`config.mk`:
```
export PLATFORM = sky130hd
export DESIGN_NAME = timezone_date_time_shift_top
export DESIGN_NICKNAME = d
export VERILOG_FILES = /design/src/rtl/core/tzs_pkg.sv /design/src/rtl/core/tzs_date_roll.sv /design/src/rtl/core/timezone_date_time_shift_top.sv
export SDC_FILE = /design/constraint.sdc
export NUM_CORES = 1
export LEC_CHECK = 0
export BUFFER_PORTS_ARGS = -buffer_cell sky130_fd_sc_hd__buf_2
export CORE_MARGIN = 5
export CORE_UTILIZATION = 65
export CTS_CLUSTER_SIZE = 10
export DETAILED_ROUTE_END_ITERATION = 6
export GPL_ROUTABILITY_DRIVEN = 1
export PLACE_DENSITY_LB_ADDON = 0.08
export SKIP_CTS_REPAIR_TIMING = 1
export SLEW_MARGIN = 20
export SYNTH_ARGS = -nofsm -noshare
export SYNTH_HDL_FRONTEND = slang
export SYNTH_SLANG_ARGS = --single-unit
```
`constraint.sdc`:
```
create_clock -name clk -period 6.7 [get_ports clk]
set_input_delay 0 -clock clk [delete_from_list [all_inputs] [get_ports clk]]
set_output_delay 0 -clock clk [all_outputs]
set_load 0.005 [all_outputs]
```
`src/rtl/core/tzs_pkg.sv`:
```
// Shared types, constants and calendar helpers for the time-zone date and time shift block.
package tzs_pkg;

	localparam int unsigned MinPerDay  = 1440;
	localparam int unsigned MinPerHour = 60;

	// Reciprocal constants for division by a constant.
	// year / 25 == (year * DIV25_MAGIC) >> DIV25_SHIFT for any 16-bit year
	localparam logic [16:0] DIV25_MAGIC = 17'd83887;
	localparam int unsigned DIV25_SHIFT = 21;
	// t / 60 == (t * DIV60_MAGIC) >> DIV60_SHIFT for t in 0..1439
	localparam logic [10:0] DIV60_MAGIC = 11'd1093;
	localparam int unsigned DIV60_SHIFT = 16;

	localparam logic [3:0] MONTH_JAN = 4'd1;
	localparam logic [3:0] MONTH_FEB = 4'd2;
	localparam logic [3:0] MONTH_DEC = 4'd12;

	// One calendar date with its weekday.
	typedef struct packed {
		logic [2:0]  weekday;
		logic [4:0]  day;
		logic [3:0]  month;
		logic [15:0] year;
	} date_t;

	// Day step decided from the shifted minute count.
	typedef struct packed {
		logic fwd;
		logic bwd;
	} step_t;

	// Length of a month; anything outside 1..12 counts 30 days.
	function automatic logic [4:0] month_days(input logic [3:0] month, input logic leap);
		logic [4:0] len;
		case (month) inside
			4'd1, 4'd3, 4'd5, 4'd7, 4'd8, 4'd10, 4'd12: len = 5'd31;
			4'd4, 4'd6, 4'd9, 4'd11:                    len = 5'd30;
			MONTH_FEB:                                  len = leap ? 5'd29 : 5'd28;
			default:                                    len = 5'd30;
		endcase
		return len;
	endfunction

endpackage

```
`src/rtl/core/tzs_date_roll.sv`:
```
// Date rollover by one day forward or back: weekday, day, month and year.
module tzs_date_roll (
	input  tzs_pkg::date_t date_in,
	input  tzs_pkg::step_t step,
	input  logic           leap,
	output tzs_pkg::date_t date_out
);

	logic [4:0] len_cur;
	logic [4:0] len_prev;
	logic [3:0] month_dec;
	logic [5:0] day_inc;
	logic [4:0] month_inc;

	assign len_cur   = tzs_pkg::month_days(date_in.month, leap);
	assign month_dec = date_in.month - 4'd1;
	assign len_prev  = tzs_pkg::month_days(month_dec, leap);
	assign day_inc   = {1'b0, date_in.day} + 6'd1;
	assign month_inc = {1'b0, date_in.month} + 5'd1;

	always_comb begin
		date_out = date_in;
		if (step.fwd) begin
			date_out.weekday = (date_in.weekday == 3'd7) ? 3'd1 : date_in.weekday + 3'd1;
			if (day_inc > {1'b0, len_cur}) begin
				date_out.day = 5'd1;
				if (month_inc > {1'b0, tzs_pkg::MONTH_DEC}) begin
					date_out.month = tzs_pkg::MONTH_JAN;
					date_out.year  = date_in.year + 16'd1;
				end else begin
					date_out.month = month_inc[3:0];
				end
			end else begin
				date_out.day = day_inc[4:0];
			end
		end else if (step.bwd) begin
			date_out.weekday = (date_in.weekday <= 3'd1) ? 3'd7 : date_in.weekday - 3'd1;
			if (date_in.day > 5'd1) begin
				date_out.day = date_in.day - 5'd1;
			end else if (date_in.month == tzs_pkg::MONTH_JAN) begin
				// back into December of the previous year
				date_out.month = tzs_pkg::MONTH_DEC;
				date_out.year  = date_in.year - 16'd1;
				date_out.day   = 5'd31;
			end else begin
				// year unchanged, so the leap flag still holds
				date_out.month = month_dec;
				date_out.day   = len_prev;
			end
		end
	end

endmodule

```
`src/rtl/core/timezone_date_time_shift_top.sv`:
```
// Top level of the time-zone date and time shift block: four-stage pipeline and APB register.
//
// Use: write the signed offset in minutes to the offset register (byte address 0)
// through the APB port while the block is idle; reset clears it to zero. Present one
// RTC reading on the *_in ports with start high. busy stays low, so a reading is
// accepted on every cycle in which start is high, one per cycle without gaps.
// The local time and date appear on the *_out ports from the s4 output register, for one
// cycle, marked by done. The receiver takes each result in that cycle and cannot hold it
// off; results leave in the order readings entered.
// Stages:
//   s1  minute count hour*60 + minute + offset; year times the reciprocal of 25
//   s2  leap year from year mod 4, 16 and 25; day step and wrapped minute count
//   s3  day, month, year and weekday rollover; hour from the minute count
//   s4  minute as remainder; output register
// Throughput is one reading per cycle.
// Reset empties the pipeline: no done follows reset until a new transfer.
module timezone_date_time_shift_top (
	input  logic        clk,
	input  logic        arst_n,
	// configuration port
	input  logic        psel,
	input  logic        penable,
	input  logic        pwrite,
	input  logic [2:0]  paddr,
	input  logic [31:0] pwdata,
	output logic [31:0] prdata,
	output logic        pready,
	// reading in
	input  logic        start,
	output logic        busy,
	input  logic [4:0]  hour_in,
	input  logic [5:0]  minute_in,
	input  logic [5:0]  second_in,
	input  logic [2:0]  weekday_in,
	input  logic [4:0]  day_in,
	input  logic [3:0]  month_in,
	input  logic [15:0] year_in,
	// result out
	output logic        done,
	output logic [4:0]  hour_out,
	output logic [5:0]  minute_out,
	output logic [5:0]  second_out,
	output logic [2:0]  weekday_out,
	output logic [4:0]  day_out,
	output logic [3:0]  month_out,
	output logic [15:0] year_out
);

	// ---------------------------------------------------------------- register
	logic [11:0] offset_q;
	logic        reg_sel;

	assign pready  = 1'b1;
	// paddr[2] is the word address; the low bits are ignored
	assign reg_sel = (paddr[2] == 1'b0);
	assign prdata  = reg_sel ? {20'd0, offset_q} : 32'd0;

	always_ff @(posedge clk or negedge arst_n) begin
		if (!arst_n) begin
			offset_q <= 12'd0;
		end else if (psel && penable && pwrite && pready && reg_sel) begin
			offset_q <= pwdata[11:0];
		end
	end

	// The pipeline never stalls, so every start is a transfer.
	assign busy = 1'b0;

	// ---------------------------------------------------------------- stage 1
	logic        accept;
	logic [10:0] hm;
	logic signed [12:0] total;
	logic [32:0] year_prod;

	logic              vld_s1;
	logic signed [12:0] total_s1;
	logic [11:0]       q25_s1;
	logic [5:0]        second_s1;
	tzs_pkg::date_t    date_s1;

	assign accept    = start && !busy;
	assign hm        = 11'(hour_in * 11'd60) + {5'd0, minute_in};
	assign total     = $signed({2'b00, hm}) + 13'($signed(offset_q));
	assign year_prod = {17'd0, year_in} * {16'd0, tzs_pkg::DIV25_MAGIC};

	always_ff @(posedge clk or negedge arst_n) begin
		if (!arst_n) begin
			vld_s1 <= 1'b0;
		end else begin
			vld_s1 <= accept;
		end
	end

	always_ff @(posedge clk) begin
		if (accept) begin
			total_s1     <= total;
			q25_s1       <= year_prod[32:tzs_pkg::DIV25_SHIFT];
			second_s1    <= second_in;
			date_s1.weekday <= weekday_in;
			date_s1.day  <= day_in;
			date_s1.month <= month_in;
			date_s1.year <= year_in;
		end
	end

	// ---------------------------------------------------------------- stage 2
	logic [15:0]        prod25;
	logic               div25;
	logic               leap;
	tzs_pkg::step_t     step;
	logic signed [12:0] adj;
	logic [10:0]        t_sat;

	logic           vld_s2;
	tzs_pkg::step_t step_s2;
	logic           leap_s2;
	logic [10:0]    t_s2;
	logic [5:0]     second_s2;
	tzs_pkg::date_t date_s2;

	assign prod25 = {4'd0, q25_s1} * 16'd25;
	assign div25  = (prod25 == date_s1.year);
	// divisible by 4, and not by 100 unless by 400 (400 = 16 * 25)
	assign leap   = (date_s1.year[1:0] == 2'd0) && (!div25 || (date_s1.year[3:0] == 4'd0));

	always_comb begin
		step.fwd = (total_s1 >= 13'sd1440);
		step.bwd = (total_s1 < 13'sd0);
		if (step.fwd) begin
			adj = total_s1 - 13'sd1440;
		end else if (step.bwd) begin
			adj = total_s1 + 13'sd1440;
		end else begin
			adj = total_s1;
		end
		// clamp what a single day step cannot bring back into the day
		if (adj < 13'sd0) begin
			t_sat = 11'd0;
		end else if (adj > 13'sd1439) begin
			t_sat = 11'd1439;
		end else begin
			t_sat = adj[10:0];
		end
	end

	always_ff @(posedge clk or negedge arst_n) begin
		if (!arst_n) begin
			vld_s2 <= 1'b0;
		end else begin
			vld_s2 <= vld_s1;
		end
	end

	always_ff @(posedge clk) begin
		if (vld_s1) begin
			step_s2   <= step;
			leap_s2   <= leap;
			t_s2      <= t_sat;
			second_s2 <= second_s1;
			date_s2   <= date_s1;
		end
	end

	// ---------------------------------------------------------------- stage 3
	tzs_pkg::date_t date_roll;
	logic [21:0]    hour_prod;

	logic           vld_s3;
	logic [4:0]     hour_s3;
	logic [10:0]    t_s3;
	logic [5:0]     second_s3;
	tzs_pkg::date_t date_s3;

	tzs_date_roll u_date_roll (
		.date_in  (date_s2),
		.step     (step_s2),
		.leap     (leap_s2),
		.date_out (date_roll)
	);

	assign hour_prod = {11'd0, t_s2} * {11'd0, tzs_pkg::DIV60_MAGIC};

	always_ff @(posedge clk or negedge arst_n) begin
		if (!arst_n) begin
			vld_s3 <= 1'b0;
		end else begin
			vld_s3 <= vld_s2;
		end
	end

	always_ff @(posedge clk) begin
		if (vld_s2) begin
			hour_s3   <= hour_prod[tzs_pkg::DIV60_SHIFT +: 5];
			t_s3      <= t_s2;
			second_s3 <= second_s2;
			date_s3   <= date_roll;
		end
	end

	// ---------------------------------------------------------------- stage 4
	logic [10:0]    minute_rem;
	logic           vld_s4;
	logic [4:0]     hour_s4;
	logic [5:0]     minute_s4;
	logic [5:0]     second_s4;
	tzs_pkg::date_t date_s4;

	assign minute_rem = t_s3 - 11'(hour_s3 * 11'd60);

	always_ff @(posedge clk or negedge arst_n) begin
		if (!arst_n) begin
			vld_s4 <= 1'b0;
		end else begin
			vld_s4 <= vld_s3;
		end
	end

	always_ff @(posedge clk) begin
		if (vld_s3) begin
			hour_s4   <= hour_s3;
			minute_s4 <= minute_rem[5:0];
			second_s4 <= second_s3;
			date_s4   <= date_s3;
		end
	end

	// Drive the result for the single cycle that done marks.
	assign done        = vld_s4;
	assign hour_out    = hour_s4;
	assign minute_out  = minute_s4;
	assign second_out  = second_s4;
	assign weekday_out = date_s4.weekday;
	assign day_out     = date_s4.day;
	assign month_out   = date_s4.month;
	assign year_out    = date_s4.year;

endmodule
```
# After elaboration in Yosys (flattened, before gate mapping)
# Cells that the tools add are included.
# word_totals
output_inout_bits	80
input_bits	86
ff_bits	213
# classes
addsub	13
n_lt_le_gt_ge	8
reduce_logical	13
muxes	23
n_eq_ne	26
n_bitwise	1
multipliers	5
# op_table
operator	count
28-bit two-way mux	2
4-bit == test (second input constant)	10
20-bit two-way mux	2
5-bit two-way mux	8
16-bit by 17-bit multiplier with 33-bit output (second input constant)	1
4-bit by 3-bit == test with 1-bit output (second input constant)	8
16-bit two-way mux	2
13-bit by 1-bit less-than comparator with 1-bit output (second input constant)	2
13-bit two-way mux	2
11-bit by 11-bit multiplier with 21-bit output (second input constant)	1
16-bit by 1-bit adder with 16-bit output (second input constant)	1
16-bit == test	1
4-bit by 2-bit == test with 1-bit output (second input constant)	4
12-bit by 5-bit multiplier with 16-bit output (second input constant)	1
16-bit by 1-bit subtractor with 16-bit output (second input constant)	1
7-bit OR reduction	2
12-bit by 12-bit adder with 13-bit output	1
13-bit by 12-bit adder with 13-bit output (second input constant)	1
13-bit by 12-bit greater-or-equal comparator with 1-bit output (second input constant)	1
13-bit by 12-bit > comparator with 1-bit output (second input constant)	1
13-bit by 12-bit subtractor with 13-bit output (second input constant)	1
12-bit two-way mux	1
11-bit by 6-bit adder with 11-bit output	1
11-bit two-way mux	1
other kinds (27)	33

# Depth between registers and ports, before layout
# depth
ltp_word	9
depth_mapped	22
depth_no_buf	22

# Cells and area by module
# A second synthesis with hierarchy kept.
# hier_totals
cells_unflattened	1570
hier_area_um2	17610.6
# modules_own_cells
mod	cells_each	area_each_um2	n_inst
timezone_date_time_shift_top	1332	16016.6	1
tzs_date_roll	238	1594.0	1

# Least setup slack after synthesis
# OpenSTA, ideal clock, no wires.
# synth_path
kind	input-to-reg
start	in year_in[4]
end	reg q25_s1[11] (data pin)
arrival_time_ns	5.021
path_buffers	0
setup_slack_ns	1.409
cell_stages	20
setup_ns	0.270
cell_sequence	fa_1 inv_1 fa_1 inv_1 fa_1 fa_1 fa_1 inv_1 fa_1 inv_1 ha_1 a21oi_1 nand2_1 a211oi_1 nand3_1 a21o_1 a21oi_1 a21oi_1 nor4_1 a211oi_1
# synth_between
elab_chain_len	1
# synth_rtl
item	line_no	text
start, declared	timezone_date_time_shift_top.sv:37	input logic [15:0] year_in,
16-bit by 17-bit multiplier with 33-bit output	timezone_date_time_shift_top.sv:84	assign year_prod = {17'd0, year_in} * {16'd0, tzs_pkg::DIV25_MAGIC};
net year_prod[32]	timezone_date_time_shift_top.sv:73	logic [32:0] year_prod;
end signal, assigned	timezone_date_time_shift_top.sv:97	q25_s1 <= year_prod[32:tzs_pkg::DIV25_SHIFT];
end, declared	timezone_date_time_shift_top.sv:77	logic [11:0] q25_s1;
# The timed path passes the listed nets, and every way through them passes these cells.
# A chain may end at the register's enable or synchronous reset.

# Worst setup path in the final report
# Same ends and word-level chain as after synthesis.

==> impl_metrics.json <==
{
  "grt_max_degree": 61,
  "drt_iter0_drc": 510,
  "slew_viol_final": 0,
  "hold_class": "input pin to flop",
  "ios": 166,
  "leakagePower_nw": 9.046,
  "rsz0062_at_grt": "false",
  "diodes": 0,
  "start_util_pct": 65.37,
  "clk_path_buf_depth": 3,
  "layout-drive-gt1-share_pct": 10.87,
  "synth.top_cell.area_share_pct": 35.12,
  "fin_tns_setup_ns": 0,
  "cts_root_buf": "clkbuf_16",
  "ys_seq_elements": 213,
  "reg2reg_slack_ns": 2.53,
  "finalHoldViolCount": 0,
  "cts_tree": "yes",
  "grt_use_total_pct": 21.14,
  "worstMarginPinSlew_ns": 1.070,
  "core_um2": 25760,
  "max-slew-margin-rel_pct": 28.65,
  "critPathKind": "input pin to flop",
  "cts.sinks": 213,
  "status": "completed",
  "synthArstFlopShare_pct": 7.512,
  "reg2reg_depth": 15,
  "finalCriticalPeriod_ns": 5.983,
  "syn_to_final_growth_pct": 12.78,
  "grt_pass1_vias": 10610,
  "reg2reg_to": "date_s3[15]",
  "fp.dieW_um": 171.0,
  "setup_viol": 0,
  "timing.fmax_mhz": 167.1,
  "num_rows": 59,
  "whs_path_depth": 4,
  "fin_skew_ns": 0.01055,
  "antenna_found_initial": 0,
  "required_ns": 6.95,
  "ys_types": 65,
  "hpwlAfterDp_um": 24340,
  "overflow": 0,
  "cts_made_buffers": 26,
  "maxCapViolations": 0,
  "ys_seq_area_share_pct": 37.50,
  "clkLatencyLatePin_ns": 0.51,
  "yosysTopAreaCell": "edfxtp_1",
  "clk_pin_slew_ns": 0.05,
  "finalCritPeriodShare_pct": 89.30,
  "start_kind": "input pin",
  "synth_area_leaders": "edfxtp_1, ha_1, fa_1",
  "yosysMostFrequentCell": "ha_1",
  "port_buffers": 121,
  "synth-main-ff-cell": "edfxtp_1",
  "worstSetupEndpointType": "flop",
  "drc": 0,
  "synth_common_cells": "ha_1, inv_1, edfxtp_1",
  "via_per_inst": 5.391,
  "dr.pass1.iters": 5,
  "whs_endpoint": "total_s1[1]",
  "grt_pass1_wl_um": 50160,
  "post-route-util_pct": 73.73,
  "die_area_um2": 29230,
  "netlist_area_um2": 16840,
  "die_y_um": 171.0,
  "path_max_fanout": 6,
  "crit_arrival_ns": 6.24,
  "htree_levels": 1,
  "vdd_drop_max_uv": 352.5,
  "dr_total_vias": 10730,
  "avgSynthCellArea_um2": 11.54,
  "r2r-start": "date_s2[16]",
  "synth_edf_count": 197,
  "syn-instance-count": 1459,
  "setup_slack_ns": 0.7170,
  "wl_per_cell_um": 15.60,
  "post-place-ws_ns": 0.7561,
  "powerDensity_nw_per_um2": 501.8,
  "yosys_warnings": 0,
  "nets": 2123,
  "min-delay-start": "minute_in[1]",
  "ant_nets": 0,
  "gp_congestion": 0.8841,
  "wl_um": 31060
}
state kept, by name, summed over array words and instances, names as in the netlist, 11 cells and up:
name / cells
date_s1: 28
date_s2: 28
date_s3: 28
year_out: 16
total_s1: 13
offset_q: 12
q25_s1: 12
t_s2: 11
report_power, final:
part / switching, W / internal (W) / total, W
logic: 0.00328 / 0.00283 / 0.00611
clock network: 0.000494 / 0.000784 / 0.00128
registers: 0.000248 / 0.00190 / 0.00214
total: 0.00402 / 0.00551 / 0.00953
routing by layer:
metal | wire [µm] | global-route usage [%] | up-vias | share of wire, %
met5 | 0 | 0 | - | 0
met4 | 576 | 4.754 | 0 | 1.9
met3 | 1809 | 3.119 | 47 | 5.8
met2 | 15270 | 35.69 | 249 | 49
met1 | 13400 | 29.40 | 5130 | 43
li1 | - | - | 5308 | -
cells by family after synthesis:
kind of cell / after synthesis / synth area share, %
compound gates: 197 / 7.444
fa+ha+maj: 398 / 34.92
flops: 213 / 37.50
buf+inv: 316 / 7.563
mux: 16 / 1.040
other cells: 2 / 0.04459
simple gates: 224 / 6.656
xor+xnor: 93 / 4.836
worst max path at each step:
stage,startpoint,to,cells past startpoint
floorplan,year_in[4],q25_s1[11],20
global placement,year_in[4],q25_s1[11],21
detailed placement,year_in[4],q25_s1[11],21
CTS,year_in[4],q25_s1[11],21
global route,year_in[4],q25_s1[11],22
finish,year_in[4],q25_s1[11],22
through the flow:
step                      instance area, µm²  total power, W  hold WS (ns)  cells
after floorplan                        16920        0.006904       -0.2956   1479
after global placement                 17720        0.007987      -0.03242   1897
after detailed placement               17720        0.008224      -0.03383   1897
after CTS                              18500        0.009593       -0.5784   1942
after global routing                   18990         0.01072       0.04156   1991
final                                  18990        0.009532       0.03756   1991
worst max-delay path: stages:
cell	delay, ns
dlygate4sd3_1	0.53
buf_2	0.20
fa_1	0.63
inv_1	0.11
fa_1	0.51
inv_1	0.05
fa_1	0.52
fa_1	0.46
fa_1	0.56
inv_1	0.06
fa_1	0.53
inv_1	0.04
ha_1	0.32
a21oi_1	0.13
nand2_1	0.07
a211oi_1	0.29
nand3_1	0.20
a21o_1	0.25
a21oi_1	0.27
a21oi_1	0.15
nor4_1	0.26
a211oi_1	0.08
cell usage in the layout (no fill, tap or decap), types with 18 or more instances in the layout:
master / instances
fa_1: 120
nor2b_1: 20
conb_1: 22
a21o_1: 18
dlygate4sd3_1: 49
clkbuf_16: 27
xnor2_1: 59
nand3_1: 19
a21oi_1: 64
nand2_1: 45
nor3_1: 20
o21ai_0: 38
xor2_1: 34
ha_1: 278
buf_2: 121
edfxtp_1: 197
inv_1: 276
nor2_1: 59
cell type report:
class / instances / area [µm²]
fill: 1769 / 6769
tap: 335 / 419.2
clock inverter: 4 / 42.54
multi-input combinational: 950 / 9328
timing repair buffer: 172 / 1111
inverter: 276 / 1036
clock buffer: 41 / 738.2
sequential: 213 / 6320
No activity file was read; power rests on OpenSTA's default activity.
